`config.mk`:
```
export PLATFORM = sky130hd
export DESIGN_NAME = crash_peak_classifier
export DESIGN_NICKNAME = d
export VERILOG_FILES = /design/src/sv/cpc_pkg.sv /design/src/sv/cpc_peak_bank.sv /design/src/sv/cpc_classify.sv /design/src/sv/crash_peak_classifier.sv
export SDC_FILE = /design/constraint.sdc
export NUM_CORES = 1
export LEC_CHECK = 0
export BUFFER_PORTS_ARGS = -buffer_cell sky130_fd_sc_hd__clkbuf_2
export CAP_MARGIN = 20
export CELL_PAD_IN_SITES_DETAIL_PLACEMENT = 0
export CELL_PAD_IN_SITES_GLOBAL_PLACEMENT = 1
export CORE_MARGIN = 2
export CORE_UTILIZATION = 30
export CTS_BUF_LIST = sky130_fd_sc_hd__clkbuf_4 sky130_fd_sc_hd__clkbuf_8
export DETAILED_ROUTE_END_ITERATION = 7
export MAX_ROUTING_LAYER = met4
export PLACE_DENSITY = 0.56
export SYNTH_ARGS = -nofsm -noshare
export SYNTH_HDL_FRONTEND = slang
export SYNTH_HIERARCHICAL = 1
export SYNTH_SLANG_ARGS = --single-unit
```
`constraint.sdc`:
```
create_clock -name aclk -period 10.38 [get_ports aclk]
set_input_delay 2.076 -clock aclk [delete_from_list [all_inputs] [get_ports aclk]]
set_output_delay 2.076 -clock aclk [all_outputs]
set_load 0.1 [all_outputs]
```
`src/sv/cpc_pkg.sv`:
```
// Shared types, codes and constants of the crash peak classifier.
// No dependencies; imported by every module of the block.
package cpc_pkg;

    localparam int SAMPLE_WIDTH_DEF = 16;
    localparam int CFG_W            = 15;
    localparam int FRAC_BITS        = 8;
    localparam int EMERG_G          = 22;
    localparam int EMERGENCY_LIMIT  = EMERG_G << FRAC_BITS;

    localparam logic [CFG_W-1:0] MARGIN_RST    = 15'd1280;
    localparam logic [CFG_W-1:0] BAND_LOW_RST  = 15'd2304;
    localparam logic [CFG_W-1:0] BAND_HIGH_RST = 15'd2714;

    typedef enum logic [1:0] {
        REQ_SAMPLE = 2'd0,
        REQ_READ   = 2'd1,
        REQ_START  = 2'd2,
        REQ_UNUSED = 2'd3
    } req_t;

    typedef enum logic [1:0] {
        AXIS_X    = 2'd0,
        AXIS_Y    = 2'd1,
        AXIS_Z    = 2'd2,
        AXIS_NONE = 2'd3
    } axis_t;

    typedef enum logic [1:0] {
        CFG_MARGIN    = 2'd0,
        CFG_BAND_LOW  = 2'd1,
        CFG_BAND_HIGH = 2'd2,
        CFG_SPARE     = 2'd3
    } cfg_idx_t;

    typedef enum logic [2:0] {
        SIDE_NONE  = 3'd0,
        SIDE_LEFT  = 3'd1,
        SIDE_RIGHT = 3'd2,
        SIDE_FRONT = 3'd3,
        SIDE_REAR  = 3'd4
    } side_t;

    localparam logic KIND_ALARM = 1'b0;
    localparam logic KIND_READ  = 1'b1;
    localparam logic LEVEL_PROBABLE  = 1'b0;
    localparam logic LEVEL_EMERGENCY = 1'b1;

    typedef struct packed {
        logic  fire;
        req_t  req;
        axis_t axis;
    } cpc_op_t;

    typedef struct packed {
        logic [CFG_W-1:0] margin;
        logic [CFG_W-1:0] band_low;
        logic [CFG_W-1:0] band_high;
    } cpc_cfg_t;

    typedef struct packed {
        logic  hit;
        logic  level;
        side_t side;
        logic  probable;
    } cpc_alarm_t;

endpackage

```
`src/sv/cpc_peak_bank.sv`:
```
// Per-axis peak trackers and last-sample store, with read-and-clear.
// Depends on cpc_pkg.
module cpc_peak_bank import cpc_pkg::*; #(
    parameter int SAMPLE_WIDTH = SAMPLE_WIDTH_DEF
) (
    input  logic                           aclk,
    input  logic                           aresetn,
    input  cpc_op_t                        op,
    input  logic signed [SAMPLE_WIDTH-1:0] sample_x,
    input  logic signed [SAMPLE_WIDTH-1:0] sample_y,
    input  logic signed [SAMPLE_WIDTH-1:0] sample_z,
    output logic        [SAMPLE_WIDTH:0]   mag_y,
    output logic        [SAMPLE_WIDTH:0]   mag_z,
    output logic                           neg_y,
    output logic                           neg_z,
    output logic signed [SAMPLE_WIDTH-1:0] read_value
);

    localparam int W = SAMPLE_WIDTH;

    logic signed [W-1:0] peak_reg [3];
    logic signed [W-1:0] last_reg [3];
    logic signed [W-1:0] smp      [3];
    logic signed [W-1:0] track    [3];
    logic                axis_ok;
    logic [1:0]          sel;

    // exact magnitude, one bit wider so the most negative value fits
    function automatic logic [W:0] magf(logic signed [W-1:0] s);
        logic [W:0] e;
        e = {s[W-1], s};
        return s[W-1] ? -e : e;
    endfunction

    assign smp[0] = sample_x;
    assign smp[1] = sample_y;
    assign smp[2] = sample_z;

    always_comb begin
        for (int k = 0; k < 3; k++) begin
            track[k] = (magf(smp[k]) > magf(peak_reg[k])) ? smp[k] : peak_reg[k];
        end
    end

    assign mag_y = magf(track[1]);
    assign mag_z = magf(track[2]);
    assign neg_y = track[1][W-1];
    assign neg_z = track[2][W-1];

    assign axis_ok = (op.axis != AXIS_NONE);
    assign sel     = axis_ok ? op.axis : AXIS_X;

    always_comb begin
        if (!axis_ok) begin
            read_value = '0;
        end else if (peak_reg[sel] == '0) begin
            read_value = last_reg[sel];
        end else begin
            read_value = peak_reg[sel];
        end
    end

    always_ff @(posedge aclk) begin
        if (!aresetn) begin
            for (int k = 0; k < 3; k++) begin
                peak_reg[k] <= '0;
                last_reg[k] <= '0;
            end
        end else if (op.fire && op.req == REQ_SAMPLE) begin
            for (int k = 0; k < 3; k++) begin
                peak_reg[k] <= track[k];
                last_reg[k] <= smp[k];
            end
        end else if (op.fire && op.req == REQ_READ && axis_ok) begin
            peak_reg[sel] <= '0;
        end
    end

endmodule

```
`src/sv/cpc_classify.sv`:
```
// Gravity-band and emergency tests on the Y/Z peaks, plus the side and
// probable-mark state. Depends on cpc_pkg.
module cpc_classify import cpc_pkg::*; #(
    parameter int SAMPLE_WIDTH = SAMPLE_WIDTH_DEF
) (
    input  logic                  aclk,
    input  logic                  aresetn,
    input  cpc_op_t               op,
    input  cpc_cfg_t              cfg,
    input  logic [SAMPLE_WIDTH:0] mag_y,
    input  logic [SAMPLE_WIDTH:0] mag_z,
    input  logic                  neg_y,
    input  logic                  neg_z,
    output cpc_alarm_t            alarm
);

    localparam int CW = (SAMPLE_WIDTH + 1 > CFG_W) ? SAMPLE_WIDTH + 1 : CFG_W;

    side_t         side_reg, side_next;
    logic          probable_reg, probable_next;
    logic [CW-1:0] my, mz, lim, mrg;
    logic          g1, g2, both_min, any_lim, prob_hit, side_clr;

    function automatic logic in_band(logic [CW-1:0] v, cpc_cfg_t c);
        return (v >= CW'(c.band_low)) && (v <= CW'(c.band_high));
    endfunction

    // ||p| - margin| equals the magnitude of the margin-reduced peak
    function automatic logic [CW-1:0] reduced(logic [CW-1:0] v, logic [CW-1:0] m);
        logic [CW:0] d;
        d = {1'b0, v} - {1'b0, m};
        return d[CW] ? CW'(-d) : d[CW-1:0];
    endfunction

    assign my  = CW'(mag_y);
    assign mz  = CW'(mag_z);
    assign lim = CW'(EMERGENCY_LIMIT);
    assign mrg = CW'(cfg.margin);

    always_comb begin
        g1       = in_band(reduced(my, mrg), cfg) || in_band(reduced(mz, mrg), cfg);
        g2       = in_band(my, cfg) || in_band(mz, cfg);
        both_min = (my >= mrg) && (mz >= mrg);
        any_lim  = (my >= lim) || (mz >= lim);
        prob_hit = g1 || (g2 && both_min && !any_lim);
    end

    always_comb begin
        side_next = side_reg;
        side_clr  = 1'b0;
        if (my > mz) begin
            side_next = neg_y ? SIDE_RIGHT : SIDE_LEFT;
            side_clr  = 1'b1;
        end else if (my < mz) begin
            side_next = neg_z ? SIDE_REAR : SIDE_FRONT;
            side_clr  = 1'b1;
        end
        probable_next = prob_hit ? 1'b1 : (side_clr ? 1'b0 : probable_reg);
    end

    always_comb begin
        alarm.hit      = prob_hit || any_lim;
        alarm.level    = prob_hit ? LEVEL_PROBABLE : LEVEL_EMERGENCY;
        alarm.side     = side_next;
        alarm.probable = probable_next;
    end

    always_ff @(posedge aclk) begin
        if (!aresetn) begin
            side_reg     <= SIDE_NONE;
            probable_reg <= 1'b0;
        end else if (op.fire && op.req == REQ_START) begin
            side_reg     <= SIDE_NONE;
            probable_reg <= 1'b0;
        end else if (op.fire && op.req == REQ_SAMPLE && alarm.hit) begin
            side_reg     <= side_next;
            probable_reg <= probable_next;
        end
    end

endmodule

```
`src/sv/crash_peak_classifier.sv`:
```
// Crash peak classifier: top level with input stage, config registers, result register.
// Depends on cpc_pkg, cpc_peak_bank and cpc_classify.
//
// Usage:
//  s_ channel (valid/ready) carries one request: a three-axis Q8.8 sample,
//  a read-and-clear of one axis peak, or a start that clears side and mark.
//  m_ channel (valid/ready) returns an alarm report after a sample that trips
//  a test, or the peak/last-sample value after a read. Starts, quiet samples
//  and unused request codes give no result.
//  cfg_ channel writes alarm_margin (0), g_band_low (1), g_band_high (2);
//  other indexes are dropped. cfg_ready is always high; write only when idle.
//  Path: a request accepted into the input register has its result written to
//  the output register when that register is free to take it.
//  Throughput: one request per cycle unless the output stalls; the peak compare,
//  band tests and side decision sit in one stage between input and result registers.
//  Stall: while m_ready is low and a result waits, the input register still
//  takes one more request; s_ready falls only when both registers are full.
//  Reset (aresetn low, synchronous): peaks, last samples, side and mark clear,
//  registers return to 1280 / 2304 / 2714, both channels empty.
module crash_peak_classifier import cpc_pkg::*; #(
    parameter int SAMPLE_WIDTH = SAMPLE_WIDTH_DEF
) (
    input  logic                           aclk,
    input  logic                           aresetn,
    input  logic                           s_valid,
    output logic                           s_ready,
    input  logic [1:0]                     s_req_type,
    input  logic [1:0]                     s_axis,
    input  logic signed [SAMPLE_WIDTH-1:0] s_sample_x,
    input  logic signed [SAMPLE_WIDTH-1:0] s_sample_y,
    input  logic signed [SAMPLE_WIDTH-1:0] s_sample_z,
    output logic                           m_valid,
    input  logic                           m_ready,
    output logic                           m_resp_kind,
    output logic                           m_alarm_level,
    output logic [2:0]                     m_side_code,
    output logic                           m_probable_mark,
    output logic signed [SAMPLE_WIDTH-1:0] m_read_value,
    input  logic                           cfg_valid,
    output logic                           cfg_ready,
    input  logic [1:0]                     cfg_index,
    input  logic [CFG_W-1:0]               cfg_data
);

    localparam int W = SAMPLE_WIDTH;

    logic                in_valid_reg, in_valid_next;
    logic [1:0]          req_reg, axis_reg;
    logic signed [W-1:0] sx_reg, sy_reg, sz_reg;
    logic                m_valid_reg, m_valid_next;
    logic                kind_reg, level_reg, prob_reg;
    logic [2:0]          side_reg;
    logic signed [W-1:0] rd_reg;
    cpc_cfg_t            cfg_reg;
    cpc_op_t             op;
    cpc_alarm_t          alarm;
    logic [W:0]          mag_y, mag_z;
    logic                neg_y, neg_z;
    logic signed [W-1:0] bank_rd;
    logic                out_free, s_take, produce;

    assign out_free  = !m_valid_reg || m_ready;
    assign s_ready   = !in_valid_reg || out_free;
    assign s_take    = s_valid && s_ready;
    assign cfg_ready = 1'b1;

    assign op.fire = in_valid_reg && out_free;
    assign op.req  = req_t'(req_reg);
    assign op.axis = axis_t'(axis_reg);

    assign produce = op.fire &&
        ((op.req == REQ_SAMPLE && alarm.hit) || op.req == REQ_READ);

    cpc_peak_bank #(.SAMPLE_WIDTH(SAMPLE_WIDTH)) u_bank (
        .aclk       (aclk),
        .aresetn    (aresetn),
        .op         (op),
        .sample_x   (sx_reg),
        .sample_y   (sy_reg),
        .sample_z   (sz_reg),
        .mag_y      (mag_y),
        .mag_z      (mag_z),
        .neg_y      (neg_y),
        .neg_z      (neg_z),
        .read_value (bank_rd)
    );

    cpc_classify #(.SAMPLE_WIDTH(SAMPLE_WIDTH)) u_class (
        .aclk    (aclk),
        .aresetn (aresetn),
        .op      (op),
        .cfg     (cfg_reg),
        .mag_y   (mag_y),
        .mag_z   (mag_z),
        .neg_y   (neg_y),
        .neg_z   (neg_z),
        .alarm   (alarm)
    );

    always_comb begin
        in_valid_next = in_valid_reg;
        if (s_take) begin
            in_valid_next = 1'b1;
        end else if (op.fire) begin
            in_valid_next = 1'b0;
        end
        m_valid_next = m_valid_reg;
        if (produce) begin
            m_valid_next = 1'b1;
        end else if (m_ready) begin
            m_valid_next = 1'b0;
        end
    end

    always_ff @(posedge aclk) begin
        if (!aresetn) begin
            in_valid_reg <= 1'b0;
            m_valid_reg  <= 1'b0;
        end else begin
            in_valid_reg <= in_valid_next;
            m_valid_reg  <= m_valid_next;
        end
    end

    always_ff @(posedge aclk) begin
        if (!aresetn) begin
            cfg_reg.margin    <= MARGIN_RST;
            cfg_reg.band_low  <= BAND_LOW_RST;
            cfg_reg.band_high <= BAND_HIGH_RST;
        end else if (cfg_valid) begin
            unique case (cfg_idx_t'(cfg_index))
                CFG_MARGIN:    cfg_reg.margin    <= cfg_data;
                CFG_BAND_LOW:  cfg_reg.band_low  <= cfg_data;
                CFG_BAND_HIGH: cfg_reg.band_high <= cfg_data;
                default: ;
            endcase
        end
    end

    // payload registers
    always_ff @(posedge aclk) begin
        if (s_take) begin
            req_reg  <= s_req_type;
            axis_reg <= s_axis;
            sx_reg   <= s_sample_x;
            sy_reg   <= s_sample_y;
            sz_reg   <= s_sample_z;
        end
        if (produce) begin
            if (op.req == REQ_READ) begin
                kind_reg  <= KIND_READ;
                level_reg <= LEVEL_PROBABLE;
                side_reg  <= SIDE_NONE;
                prob_reg  <= 1'b0;
                rd_reg    <= bank_rd;
            end else begin
                kind_reg  <= KIND_ALARM;
                level_reg <= alarm.level;
                side_reg  <= alarm.side;
                prob_reg  <= alarm.probable;
                rd_reg    <= '0;
            end
        end
    end

    assign m_valid         = m_valid_reg;
    assign m_resp_kind     = kind_reg;
    assign m_alarm_level   = level_reg;
    assign m_side_code     = side_reg;
    assign m_probable_mark = prob_reg;
    assign m_read_value    = rd_reg;

endmodule

```
# --- Yosys cells after proc, flatten, opt, wreduce, memory -nomap -nowiden ---
# Memories as Yosys holds them, arrays and structs flattened.
# Index checks and enable logic that the tools add are counted.
# Widths: inputs -> output; s select.
totals:
  regBits: 125
  ram_bits: 96
  out_inout_bits: 25
  wordCells: 144
  memories: 2
mem_list:
  columns: ["name", "words", "width", "rd", "rd_ports_with_merged_regs", "wr", "line", "text"]
  rows:
  - ["u_bank.last_reg", 3, 16, 1, 0, 3, "cpc_peak_bank.sv:22", "logic signed [W-1:0] last_reg [3];"]
  - ["u_bank.peak_reg", 3, 16, 4, 0, 3, "cpc_peak_bank.sv:21", "logic signed [W-1:0] peak_reg [3];"]
op_classes:
  n_addsub: 12
  order_cmp: 17
  eq_ne: 5
  muxes: 46
  n_bitwise: 7
  n_reduce_logical: 38
ops:
  columns: ["cell", "count"]
  rows:
  - ["$mux 16", 11]
  - ["$mux 17", 10]
  - ["$neg 17->17", 10]
  - ["$ge 17x15->1", 6]
  - ["$gt 17x17->1", 4]
  - ["$le 17x15->1", 4]
  - ["$sub 17x15->18", 2]
  - ["$ge 17x13->1 const B", 2]
  - ["$mux 1", 19]
  - ["$lt 17x17->1", 1]
  - ["$logic_and 1x1->1", 16]
  - ["$logic_not 16->1", 1]
  - ["$reduce_or 16->1", 1]
  - ["$mux 3", 3]
  - ["$logic_or 1x1->1", 8]
  - ["$reduce_and 2->1", 4]
  - ["$mux 2", 3]
  - ["$or 1x1->1", 6]
  - ["$eq 2x1->1 const B", 2]
  - ["$eq 2x2->1 const B", 2]
  - ["$logic_not 2->1", 2]
  - ["$reduce_bool 2->1", 2]
  - ["$logic_not 1->1", 3]
  - ["$ne 2x2->1 const B", 1]
  - ["2 further kinds", 2]

# --- Depth between registers and ports, before layout ---
# Gate-level depths: netlist (run 1).
# An unclocked memory read counts as a cell.
depth:
  depth_word: 19
  depth_mapped: 46
  mapped_depth_nobuf: 42

# --- Modules after synthesis ---
# The synthesis (run 1) kept the hierarchy.
modules_own_cells:
  columns: ["mod", "n_inst", "cells_per_inst", "area_per_inst_um2", "seq_area_each_um2"]
  rows:
  - ["cpc_peak_bank", 1, 987, 8478.1, 2402.3]
  - ["cpc_classify", 1, 799, 5918.2, 80.1]
  - ["crash_peak_classifier", 1, 280, 4021.4, 3163.0]

# --- Least setup slack after synthesis (run 1) ---
# Ideal clock, no wire load.
synth_timing:
  path_kind: "register to register"
  startpoint: "register sy_reg[4]"
  endpoint: "register level_reg, in the netlist m_alarm_level (enable)"
  setup_ps: 401
  arrival_time_ps: 9254
  required_ps: 9979
  path_slack_ps: 726
  path_stages_with_launch: 44
  path_buffers: 4
  cell_sequence: "edfxtp_1 > or4_4 > nor4_4 > nand2_1 > or3_1 > nand2_1 > xnor2_1 > ha_1 > nand4_1 > nor2_1 > a221o_1 > o31a_1 > buf_4 > buf_4 > buf_2 > a21oi_1 > ha_1 > nand2_1 > (+8 left out) > a41oi_1 > o211ai_1 > clkbuf_1 > nor2_1 > xnor2_1 > ha_1 > a21o_1 > a21o_1 > a21oi_1 > o211ai_1 > a211oi_1 > o32a_1 > nand3_1 > a31oi_1 > nor3_1 > nand2_1 > o211ai_1 > nor2_1"
synth_lines:
  columns: ["element", "line", "text"]
  rows:
  - ["from (decl)", "crash_peak_classifier.sv:49", "logic signed [W-1:0] sx_reg, sy_reg, sz_reg;"]
  - ["from (signal assigned)", "crash_peak_classifier.sv:146", "sy_reg <= s_sample_y;"]
  - ["to (signal assigned)", "crash_peak_classifier.sv:158", "level_reg <= alarm.level;"]
  - ["to (decl)", "crash_peak_classifier.sv:51", "logic kind_reg, level_reg, prob_reg;"]

==> summary.txt, run 1 <==
STA
  • Max Clk Rate: 104 MHz
  • Period utilization: 0.926
  • # setup viols final: 0
  • Max_slew headroom: 0.224
  • Minimum clock period: 9610 ps
  • Hold Vio Cnt, Final: 0
  • Setup tns final: 0 ps
  • Worst-Margin Slew: 1130 ps
  • WHS: 453 ps
  • Final Max Slew Viols: 0
  • Clk_skew: 35.3 ps
  • Post-route setup slack: 766 ps

Detailed routing
  • Top routing layer used: met4
  • Detailed-route DRC error count: 0
  • Detailed Route WL: 65.4 mm
  • Total iterations of the first detailed-routing run: 5
  • Met2 WL: 28.3 mm
  • Met1 Wirelength: 32.3 mm
  • Per-cell routed wire length: 21.8 um
  • Vias: 15.9k
  • Total length of routed met3 wires: 3.53 mm
  • Via density: 5.30
  • Initial DRC count: 1203
  • Post-DRT Antenna Nets: 0

CTS
  • CTS Hold Buffers Added: 0
  • CTS Buf Count: 42
  • Clk_lat worst skew: 600 ps
  • H-tree levels: 2
  • CTS tree: done
  • Clock Pin Slew Worst Setup and Hold Paths: 60 ps
  • Max clock buf depth: 3
  • Root Buffer: clkbuf_8
  • Num Clock Sinks: 221

Synthesis
  • Sequential-to-total area share from yosys stat: 0.307
  • Synth async-reset ratio: 0
  • Number of synthesized flops with an enable pin: 122
  • Syn. warnings: 6
  • Top_reg_cell synth: edfxtp_1
  • FF+latch count, synth: 221
  • Unique masters post-synth: 89
  • Gate Count Post-Synth: 2066
  • Synth Area per Inst: 8.91 um^2
  • Cell area after synthesis: 0.0184 mm^2

Min path
  • WHS Endpoint: cfg_reg[41]
  • Worst hold path class: reg2reg
  • Hold path start: cfg_reg[41]
  • Hold Crit Depth: 2

Setup path
  • Worst Setup Path Type: reg2reg
  • Crit Path Max Fanout: 22
  • Required time of the critical path: 10680 ps
  • Startpoint Class: register
  • Critical path arrival: 9910 ps
  • FF-to-FF path depth: 41
  • Reg2reg end: m_read_value[4]
  • Slowest cell delay on critical path: 460 ps
  • CP max-delay cell: or3_4
  • RR Startpoint: u_bank/peak_reg[2][2]
  • Endpoint class of the critical path: register
  • Reg-to-reg setup timing slack: 770 ps

Final layout
  • Layout Nets: 2489
  • Layout Utilization: 0.346
  • Area delta synth->final: 13.6%
  • Share of cells above drive strength 1: 0.135
  • Final Cell Area: 0.0209 mm^2

Flow run
  • Max Cap Viol: 0

Die
  • Die Height: 252 um
  • Initial core utilization: 0.305
  • Die footprint: 0.0634 mm^2
  • Die span in x: 252 um
  • Io pins: 99
  • Rows: 90
  • Core Area: 0.0605 mm^2

Global route
  • Remaining Overflow, GRT: 0
  • Vias in the first global route: 15.7k
  • First-pass GRT wire length: 98.4 mm
  • Gr usage total: 0.211
  • Pin count of the biggest net entering global routing: 82
  • Initial antenna violation count: 1

Place
  • # port buffers: 97
  • Hpwl dp: 51.4 mm
  • Post-placement cell area: 0.0199 mm^2
  • GPL Wtd Cong: 0.919
  • Pre-CTS setup slack: -418 ps

Pwr
  • Lkg Pwr: 8.89 nW
  • Power Dens Cells: 175 mW/mm^2
  • Max VDD drop: 0.112 mV

Status
  • Status: finished, final reports clean
-- routing by layer --
metal  GRT usage  vias to the layer above
met1       0.298                     7631
li1            -                     7725
met2       0.319                      442
met5           -                        -
met4      0.0472                        0
met3      0.0287                       84
-- synth_stat cells (14+ instances only) --
library cell / count / share of area
o21a_1: 15 / 0.0061
nor3_1: 25 / 0.0068
xor2_1: 74 / 0.035
edfxtp_1: 122 / 0.20
and2_1: 64 / 0.022
nand2_1: 166 / 0.034
o21ba_2: 15 / 0.0082
and3_1: 28 / 0.0095
nand2b_1: 23 / 0.0078
a21oi_1: 111 / 0.030
dfxtp_1: 99 / 0.11
ha_1: 233 / 0.16
inv_1: 108 / 0.022
or3_1: 20 / 0.0068
a22oi_1: 33 / 0.013
nand3_1: 62 / 0.017
xnor2_1: 81 / 0.039
nand4_1: 32 / 0.011
buf_2: 18 / 0.0049
o21ai_0: 109 / 0.030
mux2i_1: 78 / 0.042
nor2b_1: 33 / 0.011
nor2_1: 158 / 0.032
nor4_1: 14 / 0.0048
a211oi_1: 23 / 0.0094
a21o_1: 38 / 0.015
o21ai_1: 17 / 0.0046
o31ai_1: 26 / 0.011
mux2_2: 17 / 0.010
clkbuf_1: 56 / 0.011
-- placed cells by master, fill, tap and decap left out, drive strengths merged, types with 74 or more instances in the layout --
| master | netlist | final |
|---|---|---|
| xnor2 | 81 | 81 |
| clkbuf | 56 | 152 |
| ha | 233 | 233 |
| dfxtp | 99 | 99 |
| xor2 | 74 | 74 |
| edfxtp | 122 | 122 |
| mux2i | 79 | 79 |
| nand2 | 166 | 166 |
| a21oi | 111 | 111 |
| nor2 | 158 | 158 |
| inv | 109 | 111 |
| o21ai | 127 | 127 |
-- through the flow --
| step | power, mW | instances |
|---|---|---|
| finish | 3.67 | 2998 |
| global route | 3.94 | 2996 |
| CTS | 3.68 | 2992 |
| detailed placement | 2.68 | 2913 |
| global placement | 2.67 | 2912 |
| floorplan | 2.22 | 2072 |
-- what timing repair did --
item                       CTS  global route
pin swaps                    1             0
gates cloned                 0             0
setup endpoints to repair   27            29
gates resized for setup      3             6
buffers inserted             2             1
-- power breakdown --
group	switching [mW]	internal, mW
registers	0.0458	0.966
logic	1.00	0.695
clock network	0.406	0.556
total	1.45	2.22
-- worst max-delay path: cells and delay by family, from the launching register on --
| kind | cells | cell delay, ps |
|---|---|---|
| compound gates | 15 | 3000 |
| simple gates | 14 | 2860 |
| fa+ha+maj | 4 | 1380 |
| xor+xnor | 3 | 600 |
| buf+inv | 3 | 530 |
| mux | 2 | 450 |
| flops | 1 | 420 |
-- worst max-delay path by stage --
stage | from | endpoint | slack (ps) | cells after the start
final | u_bank/peak_reg[2][2] | m_read_value[4] | 770 | 41
after global routing | sz_reg[2] | m_read_value[1] | -20 | 42
after CTS | sz_reg[2] | m_read_value[15] | 190 | 40
after detailed placement | u_bank/peak_reg[2][2] | m_resp_kind | -420 | 40
after global placement | u_bank/peak_reg[2][2] | m_read_value[0] | -440 | 40
after floorplan | sy_reg[4] | m_alarm_level | 730 | 43
-- final cells by class --
| cell class | instances | area, um^2 |
|---|---|---|
| fill | 6265 | 39500 |
| multi-input combinational | 1646 | 12000 |
| sequential | 221 | 5650 |
| timing repair buffer | 160 | 990 |
| tap | 782 | 978 |
| clock buffer | 55 | 719 |
| inverter | 109 | 409 |
| clock inverter | 22 | 215 |
| antenna | 3 | 7.51 |
-- cells by family after synthesis --
logic type	synth area share
compound gates	0.177
xor+xnor	0.0737
fa+ha+maj	0.160
buf+inv	0.0481
flops	0.307
mux	0.0540
other cells	0.000611
simple gates	0.180
(Power assumes the default switching activity.)
==> inputs of run 2 (changes only) <==
Settings changed: CORE_UTILIZATION 30 to 45, PLACE_DENSITY 0.56 to 0.79.
==> run 2 against run 1 <==
Net effect:
- via count grew 1.2%
- power is 2.0% lower
- core utilization grew 16 points
- non-clock buffer count is 13 lower
- routed wire length is 11% lower
- critical endpoint is now m_side_code[0]
==> summary.txt, run 2 (same netlist as run 1, synthesis figures left out) <==
Setup path
  • Required time of the critical path: 10700 ps (was 10680 ps)
  • RR Startpoint: sy_reg[4] (was u_bank/peak_reg[2][2])
  • Crit Path Max Fanout: 22 (unchanged)
  • Startpoint Class: register (unchanged)
  • Reg2reg end: m_side_code[0] (was m_read_value[4])
  • Crit path max-delay family: simple AND/OR/NAND/NOR gates (was compound AO/OA/AOI/OAI gates)
  • Reg-to-reg setup timing slack: 800 ps (was 770 ps)
  • CP max-delay cell: or4_4 (was or3_4)
  • Most used cell along the critical path: nand2_1
  • Worst Setup Path Type: reg2reg (unchanged)
  • FF-to-FF path depth: 45 (was 41)
  • CP Buf/Inv Count: 4 (was 3)
  • Slowest cell delay on critical path: 610 ps (was 460 ps)
  • Critical path arrival: 9900 ps (was 9910 ps)
  • Endpoint class of the critical path: register (unchanged)

Pwr
  • Tot Pwr: 3.60 mW (was 3.67 mW)
  • Lkg Pwr: 8.80 nW (was 8.89 nW)
  • Power Dens Cells: 176 mW/mm^2 (was 175 mW/mm^2)
  • Max VDD drop: 0.120 mV (was 0.112 mV)

Final layout
  • Commonest non-fill, non-tap cell in the layout: ha_1 (unchanged)
  • Area delta synth->final: 11.0% (was 13.6%)
  • Fill cells: 3890 (was 6265)
  • Layout Nets: 2473 (was 2489)
  • Antenna Cells: 0 (was 3)
  • Final Cell Area: 0.0205 mm^2 (was 0.0209 mm^2)
  • Most frequent cells in the layout: ha_1, nand2_1, nor2_1 (unchanged)
  • Share of cells above drive strength 1: 0.129 (was 0.135)

STA
  • RSZ-0062 raised after global routing: false
  • # setup viols final: 0 (unchanged)
  • Max_slew headroom: 0.304 (was 0.224)
  • Setup tns final: 0 ps (unchanged)
  • Period utilization: 0.923 (was 0.926)
  • Hold Vio Cnt, Final: 0 (unchanged)
  • Clk_skew: 36.1 ps (was 35.3 ps)
  • Final Max Slew Viols: 0 (unchanged)
  • Max Clk Rate: 104 MHz (about the same)
  • Worst-Margin Slew: 1040 ps (was 1130 ps)
  • Minimum clock period: 9580 ps (was 9610 ps)

Min path
  • Hold path start: cfg_reg[33] (was cfg_reg[41])
  • Worst hold path class: reg2reg (unchanged)
  • Hold Crit Depth: 2 (unchanged)
  • WHS Endpoint: cfg_reg[33] (was cfg_reg[41])

Place
  • Hpwl dp: 45.1 mm (was 51.4 mm)
  • Post-placement cell area: 0.0194 mm^2 (was 0.0199 mm^2)
  • # port buffers: 97 (unchanged)
  • GPL Wtd Cong: 0.980 (was 0.919)

Global route
  • Pin count of the biggest net entering global routing: 82 (unchanged)
  • Remaining Overflow, GRT: 0 (unchanged)
  • First-pass GRT wire length: 88.6 mm (was 98.4 mm)
  • Vias in the first global route: 15.5k (was 15.7k)
  • Initial antenna violation count: 0 (was 1)
  • Gr usage total: 0.281 (was 0.211)

Detailed routing
  • Post-DRT Antenna Nets: 0 (unchanged)
  • Initial DRC count: 1316 (was 1203)
  • Detailed-route DRC error count: 0 (unchanged)
  • Via density: 5.90 (was 5.30)
  • Per-cell routed wire length: 21.2 um (was 21.8 um)
  • Detailed Route WL: 57.9 mm (was 65.4 mm)
  • Vias: 16.1k (was 15.9k)
  • Total iterations of the first detailed-routing run: 5 (unchanged)

Die
  • Rows: 74 (was 90)
  • Die footprint: 0.0426 mm^2 (was 0.0634 mm^2)
  • Die span in x: 206 um (was 252 um)
  • Io pins: 99 (unchanged)
  • Initial core utilization: 0.453 (was 0.305)
  • Die Height: 206 um (was 252 um)
  • Core Area: 0.0406 mm^2 (was 0.0605 mm^2)

CTS
  • Max clock buf depth: 3 (unchanged)
  • Num Clock Sinks: 221 (unchanged)
  • H-tree levels: 2 (unchanged)
  • CTS tree: done (unchanged)
  • Clock Pin Slew Worst Setup and Hold Paths: 60 ps (about the same)
  • CTS Buf Count: 39 (was 42)
  • Root Buffer: clkbuf_8 (unchanged)
  • Clk_lat worst skew: 600 ps (about the same)
  • CTS Hold Buffers Added: 0 (unchanged)

Status
  • Status: finished, final reports clean (unchanged)

Flow run
  • Max Cap Viol: 0 (unchanged)
## run 2: layout make-up
cell class / instances / area, um^2 / area share
timing repair buffer: 147 / 865 / 0.0423
clock buffer: 59 / 731 / 0.0357
inverter: 109 / 409 / 0.0200
tap: 532 / 666 / 0.0325
multi-input combinational: 1646 / 12000 / 0.585
clock inverter: 12 / 176 / 0.00863
sequential: 221 / 5650 / 0.276
## run 2: how the worst max path moves through the flow
stage | slack [ps] | cells after the start | to | start
after CTS | 80 | 40 | m_side_code[1] | sz_reg[2]
final | 800 | 45 | m_side_code[0] | sy_reg[4]
after floorplan | 730 | 43 | m_alarm_level | sy_reg[4]
after global routing | 20 | 42 | m_side_code[0] | sz_reg[2]
after global placement | 160 | 41 | m_read_value[12] | sz_reg[2]
after detailed placement | 140 | 40 | m_read_value[13] | sz_reg[2]
## run 2: routing by layer
metal | vias up | GRT usage | part of all wire
met4 | 0 | 0.0750 | 0.024
met5 | - | - | 0
met1 | 7650 | 0.385 | 0.46
li1 | 7709 | - | -
met3 | 97 | 0.0467 | 0.077
met2 | 619 | 0.429 | 0.44
## run 2: power by group
part,switching [mW],internal [mW]
clock,0.372,0.553
sequential,0.0445,0.966
combinational,0.979,0.685
total,1.40,2.20
## run 2: timing repair
| action | CTS | global route |
|---|---|---|
| setup buffers | 0 | 5 |
| setup endpoints to repair | 0 | 29 |
| gates resized for setup | 0 | 8 |
## run 2: through the flow
step / instances / setup slack [ps] / util / hold WS, ps
after floorplan: 2072 / 726 / - / 432
final: 2726 / 799 / 0.503 / 460
after global placement: 2648 / 159 / 0.479 / 443
after global routing: 2726 / 16.8 / 0.503 / 481
after detailed placement: 2648 / 138 / 0.479 / 453
after CTS: 2719 / 75.4 / 0.501 / 461
## run 2: worst min-delay path, cell delays in order (launching register included)
cell and delay, ps:
dfxtp_1 310, nand3_1 60, o21ai_1 50
